[src/sv/bba_pkg.sv]
// Shared definitions for the bitmap block allocator: parameter defaults,
// status and opcode codes. No dependencies.
package bba_pkg;

  localparam int MAX_BLOCKS_DEF = 4096;
  localparam int WORD_BITS_DEF  = 32;

  localparam int COUNT_W  = 13;
  localparam int NUMBER_W = 12;
  localparam int STATUS_W = 2;

  localparam logic [COUNT_W-1:0] COUNT_RESET = 13'd4096;

  typedef enum logic [STATUS_W-1:0] {
    ST_OK          = 2'd0,
    ST_FULL        = 2'd1,
    ST_DOUBLE_FREE = 2'd2,
    ST_RANGE       = 2'd3
  } status_t;

  localparam logic OPC_ALLOC = 1'b0;
  localparam logic OPC_FREE  = 1'b1;

  typedef enum logic [1:0] {
    S_IDLE = 2'b01,
    S_SCAN = 2'b10
  } state_t;

endpackage

[src/sv/bitmap_block_allocator.sv]
// Top level of the first-fit bitmap block allocator.
// Depends on bba_pkg and bba_ram.
//
// Each block owns one used bit in a bitmap RAM of MAX_BLOCKS/WORD_BITS words
// (128 words of 32 bits by default). An allocate item walks the bitmap from
// word 0, one word per cycle through the RAM read port, and claims the lowest
// free block below the effective count (block_count, capped at MAX_BLOCKS).
// A free item walks to the word that holds its block and clears the bit, or
// reports a double free if it is already clear. busy is high from the cycle
// after start is taken until the result strobe; a free past the count is
// answered with a range status without a scan and never raises busy. The
// result appears on allocated_block and status with done high for one cycle
// and cannot be held off. The bitmap is all free after reset with no clearing
// pass: a per-word valid bit marks rows never written, which read as zero.
// config_data may be written whenever busy is low.
module bitmap_block_allocator #(
  parameter int MAX_BLOCKS = bba_pkg::MAX_BLOCKS_DEF,
  parameter int WORD_BITS  = bba_pkg::WORD_BITS_DEF
) (
  input  logic                          clk,
  input  logic                          rst,
  input  logic                          config_write,
  input  logic [bba_pkg::COUNT_W-1:0]   config_data,
  input  logic                          start,
  output logic                          busy,
  input  logic                          opcode,
  input  logic [bba_pkg::NUMBER_W-1:0]  block_number,
  output logic                          done,
  output logic [bba_pkg::NUMBER_W-1:0]  allocated_block,
  output logic [bba_pkg::STATUS_W-1:0]  status
);

  import bba_pkg::*;

  localparam int MAP_WORDS = (MAX_BLOCKS + WORD_BITS - 1) / WORD_BITS;
  localparam int WA_W      = (MAP_WORDS > 1) ? $clog2(MAP_WORDS) : 1;
  localparam int BI_W      = $clog2(WORD_BITS);
  localparam int SPAN      = MAP_WORDS * WORD_BITS;
  localparam int SPAN_W    = $clog2(SPAN + WORD_BITS + 1);
  localparam int AW        = (SPAN_W > COUNT_W) ? SPAN_W : COUNT_W;

  state_t                 state;
  logic [COUNT_W-1:0]     block_count;
  logic                   op;
  logic [NUMBER_W-1:0]    num;
  logic [WA_W-1:0]        raddr;
  logic [AW-1:0]          rbase;
  logic                   pend;
  logic [WA_W-1:0]        pword;
  logic [AW-1:0]          pbase;
  logic                   pvld;
  logic [MAP_WORDS-1:0]   vld;

  logic [WORD_BITS-1:0]   rdata;
  logic [WORD_BITS-1:0]   pdata;
  logic [AW-1:0]          limit;
  logic [AW-1:0]          rem;
  logic [AW-1:0]          num_x;
  logic [WORD_BITS-1:0]   mask;
  logic [WORD_BITS-1:0]   freeb;
  logic [BI_W-1:0]        idx;
  logic [BI_W-1:0]        bsel;
  logic                   at_end;
  logic                   hit_word;
  logic                   check;
  logic                   fin;
  status_t                fin_status;
  logic [NUMBER_W-1:0]    fin_block;
  logic                   ram_we;
  logic [WORD_BITS-1:0]   ram_wdata;
  logic [AW-1:0]          claim;
  logic                   accept;
  logic                   range_err;
  logic                   raddr_ok;

  assign busy   = (state != S_IDLE);
  assign accept = start && (state == S_IDLE);

  // Counts above capacity act as the capacity.
  assign limit = (AW'(block_count) > AW'(MAX_BLOCKS)) ? AW'(MAX_BLOCKS) : AW'(block_count);
  assign num_x = AW'(block_number);
  assign range_err = (opcode == OPC_FREE) && (num_x >= limit);
  assign raddr_ok  = ({1'b0, raddr} < (WA_W + 1)'(MAP_WORDS));

  bba_ram #(
    .WIDTH (WORD_BITS),
    .DEPTH (MAP_WORDS),
    .ADDR_W(WA_W)
  ) u_map (
    .clk  (clk),
    .we   (ram_we),
    .waddr(pword),
    .wdata(ram_wdata),
    .raddr(raddr),
    .rdata(rdata)
  );

  // Check stage: one bitmap word per cycle.
  always_comb begin
    pdata  = pvld ? rdata : '0;
    rem    = limit - pbase;
    at_end = (pbase >= limit);
    for (int i = 0; i < WORD_BITS; i++) begin
      mask[i] = (AW'(i) < rem) && !at_end;
    end
    freeb = ~pdata & mask;
    idx   = '0;
    for (int i = WORD_BITS - 1; i >= 0; i--) begin
      if (freeb[i]) begin
        idx = BI_W'(i);
      end
    end
    claim    = pbase + AW'(idx);
    hit_word = (AW'(num) < pbase + AW'(WORD_BITS));
    bsel     = BI_W'(AW'(num) - pbase);
    check    = (state == S_SCAN) && pend;

    fin        = 1'b0;
    fin_status = ST_OK;
    fin_block  = '0;
    ram_we     = 1'b0;
    ram_wdata  = pdata;
    if (check) begin
      if (op == OPC_ALLOC) begin
        if (at_end) begin
          fin        = 1'b1;
          fin_status = ST_FULL;
        end else if (|freeb) begin
          fin       = 1'b1;
          fin_block = claim[NUMBER_W-1:0];
          ram_we    = 1'b1;
          ram_wdata = pdata | (WORD_BITS'(1) << idx);
        end
      end else if (hit_word) begin
        fin = 1'b1;
        if (!pdata[bsel]) begin
          fin_status = ST_DOUBLE_FREE;
        end else begin
          ram_we    = 1'b1;
          ram_wdata = pdata & ~(WORD_BITS'(1) << bsel);
        end
      end
    end
  end

  always_ff @(posedge clk) begin
    if (rst) begin
      state       <= S_IDLE;
      block_count <= COUNT_RESET;
      pend        <= 1'b0;
      vld         <= '0;
      done        <= 1'b0;
    end else begin
      done <= (accept && range_err) || ((state == S_SCAN) && fin);
      if (config_write) begin
        block_count <= config_data;
      end
      if (ram_we) begin
        vld[pword] <= 1'b1;
      end
      unique case (state)
        S_IDLE: begin
          if (accept) begin
            if (range_err) begin
              status          <= ST_RANGE;
              allocated_block <= '0;
            end else begin
              state <= S_SCAN;
              op    <= opcode;
              num   <= block_number;
              raddr <= '0;
              rbase <= '0;
              pend  <= 1'b0;
            end
          end
        end
        S_SCAN: begin
          // Issue the next word while checking the previous one.
          raddr <= raddr + WA_W'(1);
          rbase <= rbase + AW'(WORD_BITS);
          pend  <= !fin;
          pword <= raddr;
          pbase <= rbase;
          pvld  <= raddr_ok && vld[raddr];
          if (fin) begin
            state           <= S_IDLE;
            status          <= fin_status;
            allocated_block <= fin_block;
          end
        end
        default: begin
          state <= S_IDLE;
        end
      endcase
    end
  end

`ifndef SYNTHESIS
  a_done_source: assert property (@(posedge clk) disable iff (rst)
    done |-> $past(state == S_SCAN || accept))
    else $error("result strobe without an item in flight");

  a_write_in_scan: assert property (@(posedge clk) disable iff (rst)
    ram_we |-> (state == S_SCAN) && pend && fin)
    else $error("bitmap write outside a finishing check");

  a_fail_zero: assert property (@(posedge clk) disable iff (rst)
    done && (status != ST_OK) |-> (allocated_block == '0))
    else $error("failed item returned a nonzero block");

  a_busy_drops: assert property (@(posedge clk) disable iff (rst)
    (state == S_SCAN) && fin |=> !busy && done)
    else $error("scan finished without releasing busy");
`endif

endmodule

[src/sv/bba_ram.sv]
// Generic single-write, single-read RAM with registered read data.
// No dependencies.
module bba_ram #(
  parameter int WIDTH  = 32,
  parameter int DEPTH  = 128,
  parameter int ADDR_W = (DEPTH > 1) ? $clog2(DEPTH) : 1
) (
  input  logic              clk,
  input  logic              we,
  input  logic [ADDR_W-1:0] waddr,
  input  logic [WIDTH-1:0]  wdata,
  input  logic [ADDR_W-1:0] raddr,
  output logic [WIDTH-1:0]  rdata
);

  logic [WIDTH-1:0] mem [DEPTH];

  always_ff @(posedge clk) begin
    if (we) begin
      mem[waddr] <= wdata;
    end
    rdata <= mem[raddr];
  end

endmodule

[config.mk]
export PLATFORM = sky130hd
export DESIGN_NAME = bitmap_block_allocator
export DESIGN_NICKNAME = d
export VERILOG_FILES = /design/src/sv/bba_pkg.sv /design/src/sv/bitmap_block_allocator.sv /design/src/sv/bba_ram.sv
export SDC_FILE = /design/constraint.sdc
export NUM_CORES = 2
export LEC_CHECK = 0
export BUFFER_PORTS_ARGS = -buffer_cell sky130_fd_sc_hd__clkbuf_2
export CORE_MARGIN = 3
export CORE_UTILIZATION = 40
export CTS_CLUSTER_SIZE = 28
export DETAILED_ROUTE_END_ITERATION = 16
export PLACE_DENSITY_LB_ADDON = 0.2
export SKIP_LAST_GASP = 1
export SYNTH_ARGS = -nofsm -noshare
export SYNTH_HDL_FRONTEND = slang
export SYNTH_SLANG_ARGS = --single-unit
[constraint.sdc]
create_clock -name clk -period 27.3 [get_ports clk]
set_input_delay 8.19 -clock clk [delete_from_list [all_inputs] [get_ports clk]]
set_output_delay 8.19 -clock clk [all_outputs]
set_load 0.005 [all_outputs]
### Yosys cells after proc, flatten, opt, wreduce, memory -nomap -nowiden

Memory sizes are Yosys's and may differ from the RTL's. A register that Yosys moved wholly into a read port is not among the register bits.
Index checks and enable logic that the tools add are counted.

| storage, ports and cells | value |
|---|---|
| bits in registers | 213 |
| RAM bits | 4096 |
| output and inout port bits | 16 |
| logic and storage cells | 215 |
| memories | 1 |

| operators by class | value |
|---|---|
| add/subtract/negate cells | 6 |
| magnitude comparators | 40 |
| equal/unequal tests | 7 |
| shift operators | 2 |
| multiplexer cells | 88 |
| bitwise logic cells | 8 |
| reduce and logical (&&, ||, !) cells | 49 |

Memory list:

| memory | depth | bits a word | rd ports | clocked after Yosys merged registers in | write ports | line | RTL |
|---|---|---|---|---|---|---|---|
| u_map.mem | 128 | 32 | 1 | 1 | 1 | bba_ram.sv:16 | `logic [WIDTH-1:0] mem [DEPTH];` |

Operators by type and width:

| operator | count |
|---|---|
| 32-bit 2-to-1 mux | 7 |
| 5-bit by 13-bit < comparator with 1-bit output (first input constant) | 16 |
| 5-bit 2-to-1 mux | 32 |
| 128-bit OR | 1 |
| 4-bit by 13-bit < comparator with 1-bit output (first input constant) | 8 |
| 12-bit 2-to-1 mux | 7 |
| 32-bit bitwise AND | 2 |
| 32-bit inverter | 2 |
| 1-bit by 5-bit << shifter with 32-bit output (first input constant) | 2 |
| 3-bit by 13-bit < comparator with 1-bit output (first input constant) | 4 |
| 13-bit 2-to-1 mux | 3 |
| 1-bit logical AND | 38 |
| 32-bit OR | 1 |
| 32-bit OR reduction | 1 |
| 13-bit by 6-bit adder with 13-bit output (second input constant) | 2 |
| 1-bit by 13-bit < comparator with 1-bit output (first input constant) | 2 |
| 2-bit by 13-bit < comparator with 1-bit output (first input constant) | 2 |
| 13-bit one-hot mux with 2 select lines | 1 |
| 12-bit one-hot mux with 2 select lines | 1 |
| 2-bit 2-to-1 mux | 10 |
| 1-bit 2-to-1 mux | 18 |
| 7-bit by 8-bit < comparator with 1-bit output (second input constant) | 2 |
| 7-bit 2-to-1 mux | 2 |
| 7-bit one-hot mux with 2 select lines | 1 |
| other kinds (27) | 35 |

### Longest topological paths before layout

| logic depth | value |
|---|---|
| word-level depth | 45 |
| mapped depth | 20 |

### By module

Synthesis repeated with hierarchy kept, for this count alone.

| unflattened totals | value |
|---|---|
| cells, all modules | 7047 |
| area total of the unflattened synthesis | 167627.0 µm² |

Modules (own cells, without submodules):

| module | times used | cells each | area each (µm²) |
|---|---|---|---|
| bba_ram | 1 | 5990 | 156276.1 |
| bitmap_block_allocator | 1 | 1057 | 11350.9 |

### Least setup slack after synthesis

OpenSTA, ideal clock, no wires.

| path | value |
|---|---|
| kind | input to register |
| from | input port block_number[1] (netlist name) |
| to | register allocated_block[0] (netlist name), enable pin |
| library setup time | 421 ps |
| data arrival time | 10840 ps |
| data required time | 26879 ps |
| path slack | 16039 ps |
| stages on the path | 11 |
| cells stage by stage | ha_1 -> nor2b_1 -> o21a_1 -> o21a_1 -> o21a_1 -> o21a_1 -> o21bai_1 -> a21oi_1 -> o31a_1 -> a21oi_1 -> nor4_1 |

| between the ends | value |
|---|---|
| word-level cells in the longest chain between the ends | 4 |

RTL lines:

| what | line | RTL |
|---|---|---|
| from (decl) | bitmap_block_allocator.sv:27 | `input logic [bba_pkg::NUMBER_W-1:0] block_number,` |
| 12-bit by 13-bit >= comparator with 1-bit output | bitmap_block_allocator.sv:82 | `assign range_err = (opcode == OPC_FREE) && (num_x >= limit);` |
| 1-bit logical AND | bitmap_block_allocator.sv:82 |  |
| 2-bit inequality test (no line) | - |  |
| 5-bit AND reduction (no line) | - |  |
| to (signal assigned) | bitmap_block_allocator.sv:188 | `allocated_block <= fin_block;` |
| to (decl) | bitmap_block_allocator.sv:29 | `output logic [bba_pkg::NUMBER_W-1:0] allocated_block,` |

Every way passes these cells.
A chain may end at the register's enable or synchronous reset.

### Worst setup path in the final report

| path | value |
|---|---|
| from | input port block_number[1] (netlist name) |
| to | register raddr[0], enable pin |

| between the ends | value |
|---|---|
| word-level cells in the longest chain between the ends | 4 |

RTL lines:

| what | line | RTL |
|---|---|---|
| 12-bit by 13-bit >= comparator with 1-bit output | bitmap_block_allocator.sv:82 |  |
| 1-bit logical AND | bitmap_block_allocator.sv:82 |  |
| 2-bit inequality test (no line) | - |  |
| 4-bit AND reduction (no line) | - |  |
| to (signal assigned) | bitmap_block_allocator.sv:179 | `raddr <= raddr + WA_W'(1);` |
| to (decl) | bitmap_block_allocator.sv:46 | `logic [WA_W-1:0] raddr;` |

Every way passes these cells.

==> results summary <==
The residual antenna-violating net count after detailed routing is 0. The number of enable-type register cells in the synthesized netlist came out at 4,154. The clock passes through at most 4 buffers. The clock period could shrink to 10,480 ps.

The library cell used most frequently in the layout, excluding fill and tap cells, is sky130_fd_sc_hd__edfxtp_1. The area growth from synthesis to final layout is 13.5%. The dominant register cell in the synthesized netlist is sky130_fd_sc_hd__edfxtp_1. The fmax came out at 0.0954 GHz. The transition time of the tightest slew-check pin is 1330 ps. The power per cell area is 73.2 mW/mm^2.

The count of input and output buffers is 45. The library cells used most frequently in the layout, excluding fill and tap cells, are sky130_fd_sc_hd__edfxtp_1 (4,154), sky130_fd_sc_hd__mux4_2 (1,396), sky130_fd_sc_hd__clkbuf_16 (449). Clock tree synthesis selected as its root buffer the cell sky130_fd_sc_hd__clkbuf_16. The buffers inserted during post-CTS setup optimization is 0.

Overall power consumption after layout is estimated at 13.9 mW. The endpoint identified for the worst register-to-register timing path is u_map.mem[98][31]$_DFFE_PP_. The number of top-level pins is 46. The register bit count reported by yosys is 4,331.

The height of the die came out at 654 um. The half-perimeter wire length after placement came out at 255,000 um. The final setup skew is 56.5 ps. The maximum fanout count along the critical path is 15. The share of flip-flops with an asynchronous set or reset came out at 0%. The worst register-to-register path has a depth of 16. The maximum vdd drop is 57.9 uV.

The combined flip-flop and latch cell area is 0.128 sq mm. After detailed routing, the met2 layer carries 226,000 um of wire. The flow ran to the end, and the final reports show no timing, DRC or antenna violations. By area the synthesized netlist is led by sky130_fd_sc_hd__edfxtp_1 (74%), sky130_fd_sc_hd__mux4_2 (19%), sky130_fd_sc_hd__dfxtp_1 (2.1%). Setup violations remaining at the end of the flow were counted as 0. The post-synthesis average cell area is 23.7 sq um. The critical path ends at raddr[0]$_SDFFCE_PP0P_. The initial antenna violation count is 35.

The synthesized netlist net count came out at 7,142. After floorplanning, the core was sized to cover 0.417 sq mm. The count of final max-slew check failures came out at 0. The kind of capture point of the worst setup path is a flip-flop. The via count of the first global-routing pass came to 81.4k. The worst max-slew margin expressed relative to the limit came out at 11.4%. The count of fill cells added during filler insertion is 34.2k. The via density per instance is 6.00. The worst slack at placement is 15,820 ps. For this run, design rule violations remaining after detail routing come to 0. The number of nets in the layout came out at 7,518. STA puts the critical path data arrival time at 11,070 ps. The aggregate global-route resource usage came out at 21.9%. Clock tree synthesis inserted a total of 439 buffers.

The number of max-cap violations is 0. For this run the aggregate overflow at the end of global routing stands at 0. The post-synthesis instance total is 7,079.

The overall die width came out at 654 um. The library cell with the largest summed area after synthesis is sky130_fd_sc_hd__edfxtp_1. Yosys printed 0 warnings. Summing the sequential cell areas from Yosys gives 76.5% of the chip area.

The setup TNS came out at 0 ps. For this block, the initial DRC count from the detailed router was 10.1k. The source of the worst register-to-register timing path is block_count[12]$_SDFFE_PP1P_. The total wire length is 471,000 um.

In the final layout, the share of cells above drive strength 1 is 33.0%. The post-synth design cell area came out at 0.168 sq mm. The classification of the worst-slack hold path is flip-flop to flip-flop. The number of standard-cell rows in the floorplan came out at 237.

The classification of the worst setup path is input pin to flip-flop. The weighted congestion at the end of routability-driven global placement came out at 0.874. TritonCTS built the clock tree. The detailed-route via count came out at 79.9k. The largest net degree at the start of global routing came out at 140. Once routing completed, OpenROAD measured the worst setup slack at 16,820 ps. The post-CTS clock slew at the launch and capture registers of the worst setup and hold paths is 60 ps. The total of cells resized after clock tree synthesis came out at 0. The number of distinct library cell variants in the gate-level netlist after synthesis is 92. Routed signal wires occupy layers up through met5. The top-area cell type share of the netlist area came out at 74.4%.

Counting every sink on the clock net gives 4,331. Before antenna repair, the detailed router went through 5 iterations. Setup repair after global routing left no endpoint under its margin. The total die area came out at 0.427 sq mm.

After layout, the worst path uses 38.4% of the clock period. For this configuration, the core starts out at a cell density of 40.2%. The startpoint kind of the worst setup timing path is an input pin. Summed over all cells, the static leakage comes to 58.4 nW. The final core utilization came out at 45.6%. The insertion delay to the later sink of the worst-skew pair is 980 ps. The CTS H-tree depth came out at 5.

The area of the multi-input gates came out at 0.0389 sq mm. Tracing the worst setup path back leads to its startpoint at block_number[1]. The total count of hold-check failures in the final report is 0. After detailed routing, the average wire length per cell comes to 35.3 um. The reg2reg setup slack is 19,080 ps. After detailed routing, the wire length on met1 is 198,000 um.

Data on the critical path is required at its endpoint by 27,890 ps. The first global-routing pass estimated 653,000 um of wire. The met3 wirelength from detailed routing is 33,500 um. The post-cts hold buffer count came out at 0.
[per-layer routing]
| metal | vias up | global-route usage (%) |
|---|---|---|
| met4 | 6 | 5.62 |
| met3 | 620 | 3.51 |
| met2 | 3414 | 34.9 |
| li1 | 31527 | - |
| met5 | - | 0 |
| met1 | 44325 | 31.5 |
[cells in the mapped netlist (all sizes together), types with 20 or more instances]
cell and n:
nand2 80, and2 22, nor2 99, o21ai 33, nor2b 20, ha 33
o31ai 37, o2bb2ai 128, mux2 33, inv 31, a21oi 27, nand3 60
nor3 102, dfxtp 177, edfxtp 4154, clkbuf 271, mux4 1396, o211ai 26
buf 142
[worst max-delay path, cell delays in order]
cell	delay, ps
sky130_fd_sc_hd__clkbuf_2	100
sky130_fd_sc_hd__ha_1	300
sky130_fd_sc_hd__nor2b_1	140
sky130_fd_sc_hd__o21a_1	160
sky130_fd_sc_hd__o21a_1	180
sky130_fd_sc_hd__o21a_1	180
sky130_fd_sc_hd__o21a_1	170
sky130_fd_sc_hd__o21bai_1	120
sky130_fd_sc_hd__a21oi_1	110
sky130_fd_sc_hd__o31ai_1	310
sky130_fd_sc_hd__a22oi_1	160
sky130_fd_sc_hd__nor2_1	940
[cell type report]
cell class,instances,share of cell area (%)
clock inverters,254,1.00
inverters,34,0.0684
flip-flops and latches,4331,67.4
multi-input cells,2301,20.4
repair buffers,348,1.37
diodes,11,0.0145
well taps,5497,3.61
clock buffers,545,6.10
[registers in the layout (all words and copies together), names as in the netlist]
register,cells
allocated_block,12
vld,128
raddr,7
block_count,13
u_map.mem,4096
done,1
rbase,8
pword,7
status,2
pbase,8
state,2
pend,1
op,1
u_map.rdata,32
num,12
pvld,1
[per-stage QoR]
step                      cells  cell area [sq um]  hold WS (ps)
after floorplan            7079             168000           424
after detailed placement  12511             177000           442
final                     13321             190000           461
after global routing      13311             190000           473
after CTS                 13310             190000           462
after global placement    12509             177000           438
[logic make-up (layout without fill, tap and decap cells)]
group / count (synthesis) / after routing / share of synthesized area (%)
AO/OA/AOI/OAI: 362 / 362 / 1.77
adder cells (fa/ha/maj): 33 / 33 / 0.246
AND/OR/NAND/NOR: 445 / 445 / 1.31
other: 0 / 11 / 0
buffers and inverters: 447 / 1181 / 1.08
multiplexers: 1442 / 1442 / 19.0
flip-flops: 4331 / 4331 / 76.5
XOR/XNOR: 19 / 19 / 0.0992
[how the worst min path moves through the flow]
| stage | start | end | slack [ps] | cells after the start |
|---|---|---|---|---|
| detailed placement | vld[88]$_SDFFE_PP0P_ | vld[88]$_SDFFE_PP0P_ | 440 | 1 |
| global placement | vld[10]$_SDFFE_PP0P_ | vld[10]$_SDFFE_PP0P_ | 440 | 1 |
| floorplan | raddr[2]$_SDFFCE_PP0P_ | pword[2]$_DFFE_PP_ | 420 | 0 |
| finish | vld[103]$_SDFFE_PP0P_ | vld[103]$_SDFFE_PP0P_ | 460 | 1 |
| global route | vld[7]$_SDFFE_PP0P_ | vld[7]$_SDFFE_PP0P_ | 470 | 1 |
| CTS | vld[90]$_SDFFE_PP0P_ | vld[90]$_SDFFE_PP0P_ | 460 | 1 |
[power breakdown]
part	internal (mW)	switching, mW
logic	0.275	0.552
clock network	3.21	2.50
registers	7.38	0.0293
total	10.9	3.08
No activity file was read; power rests on OpenSTA's default activity.
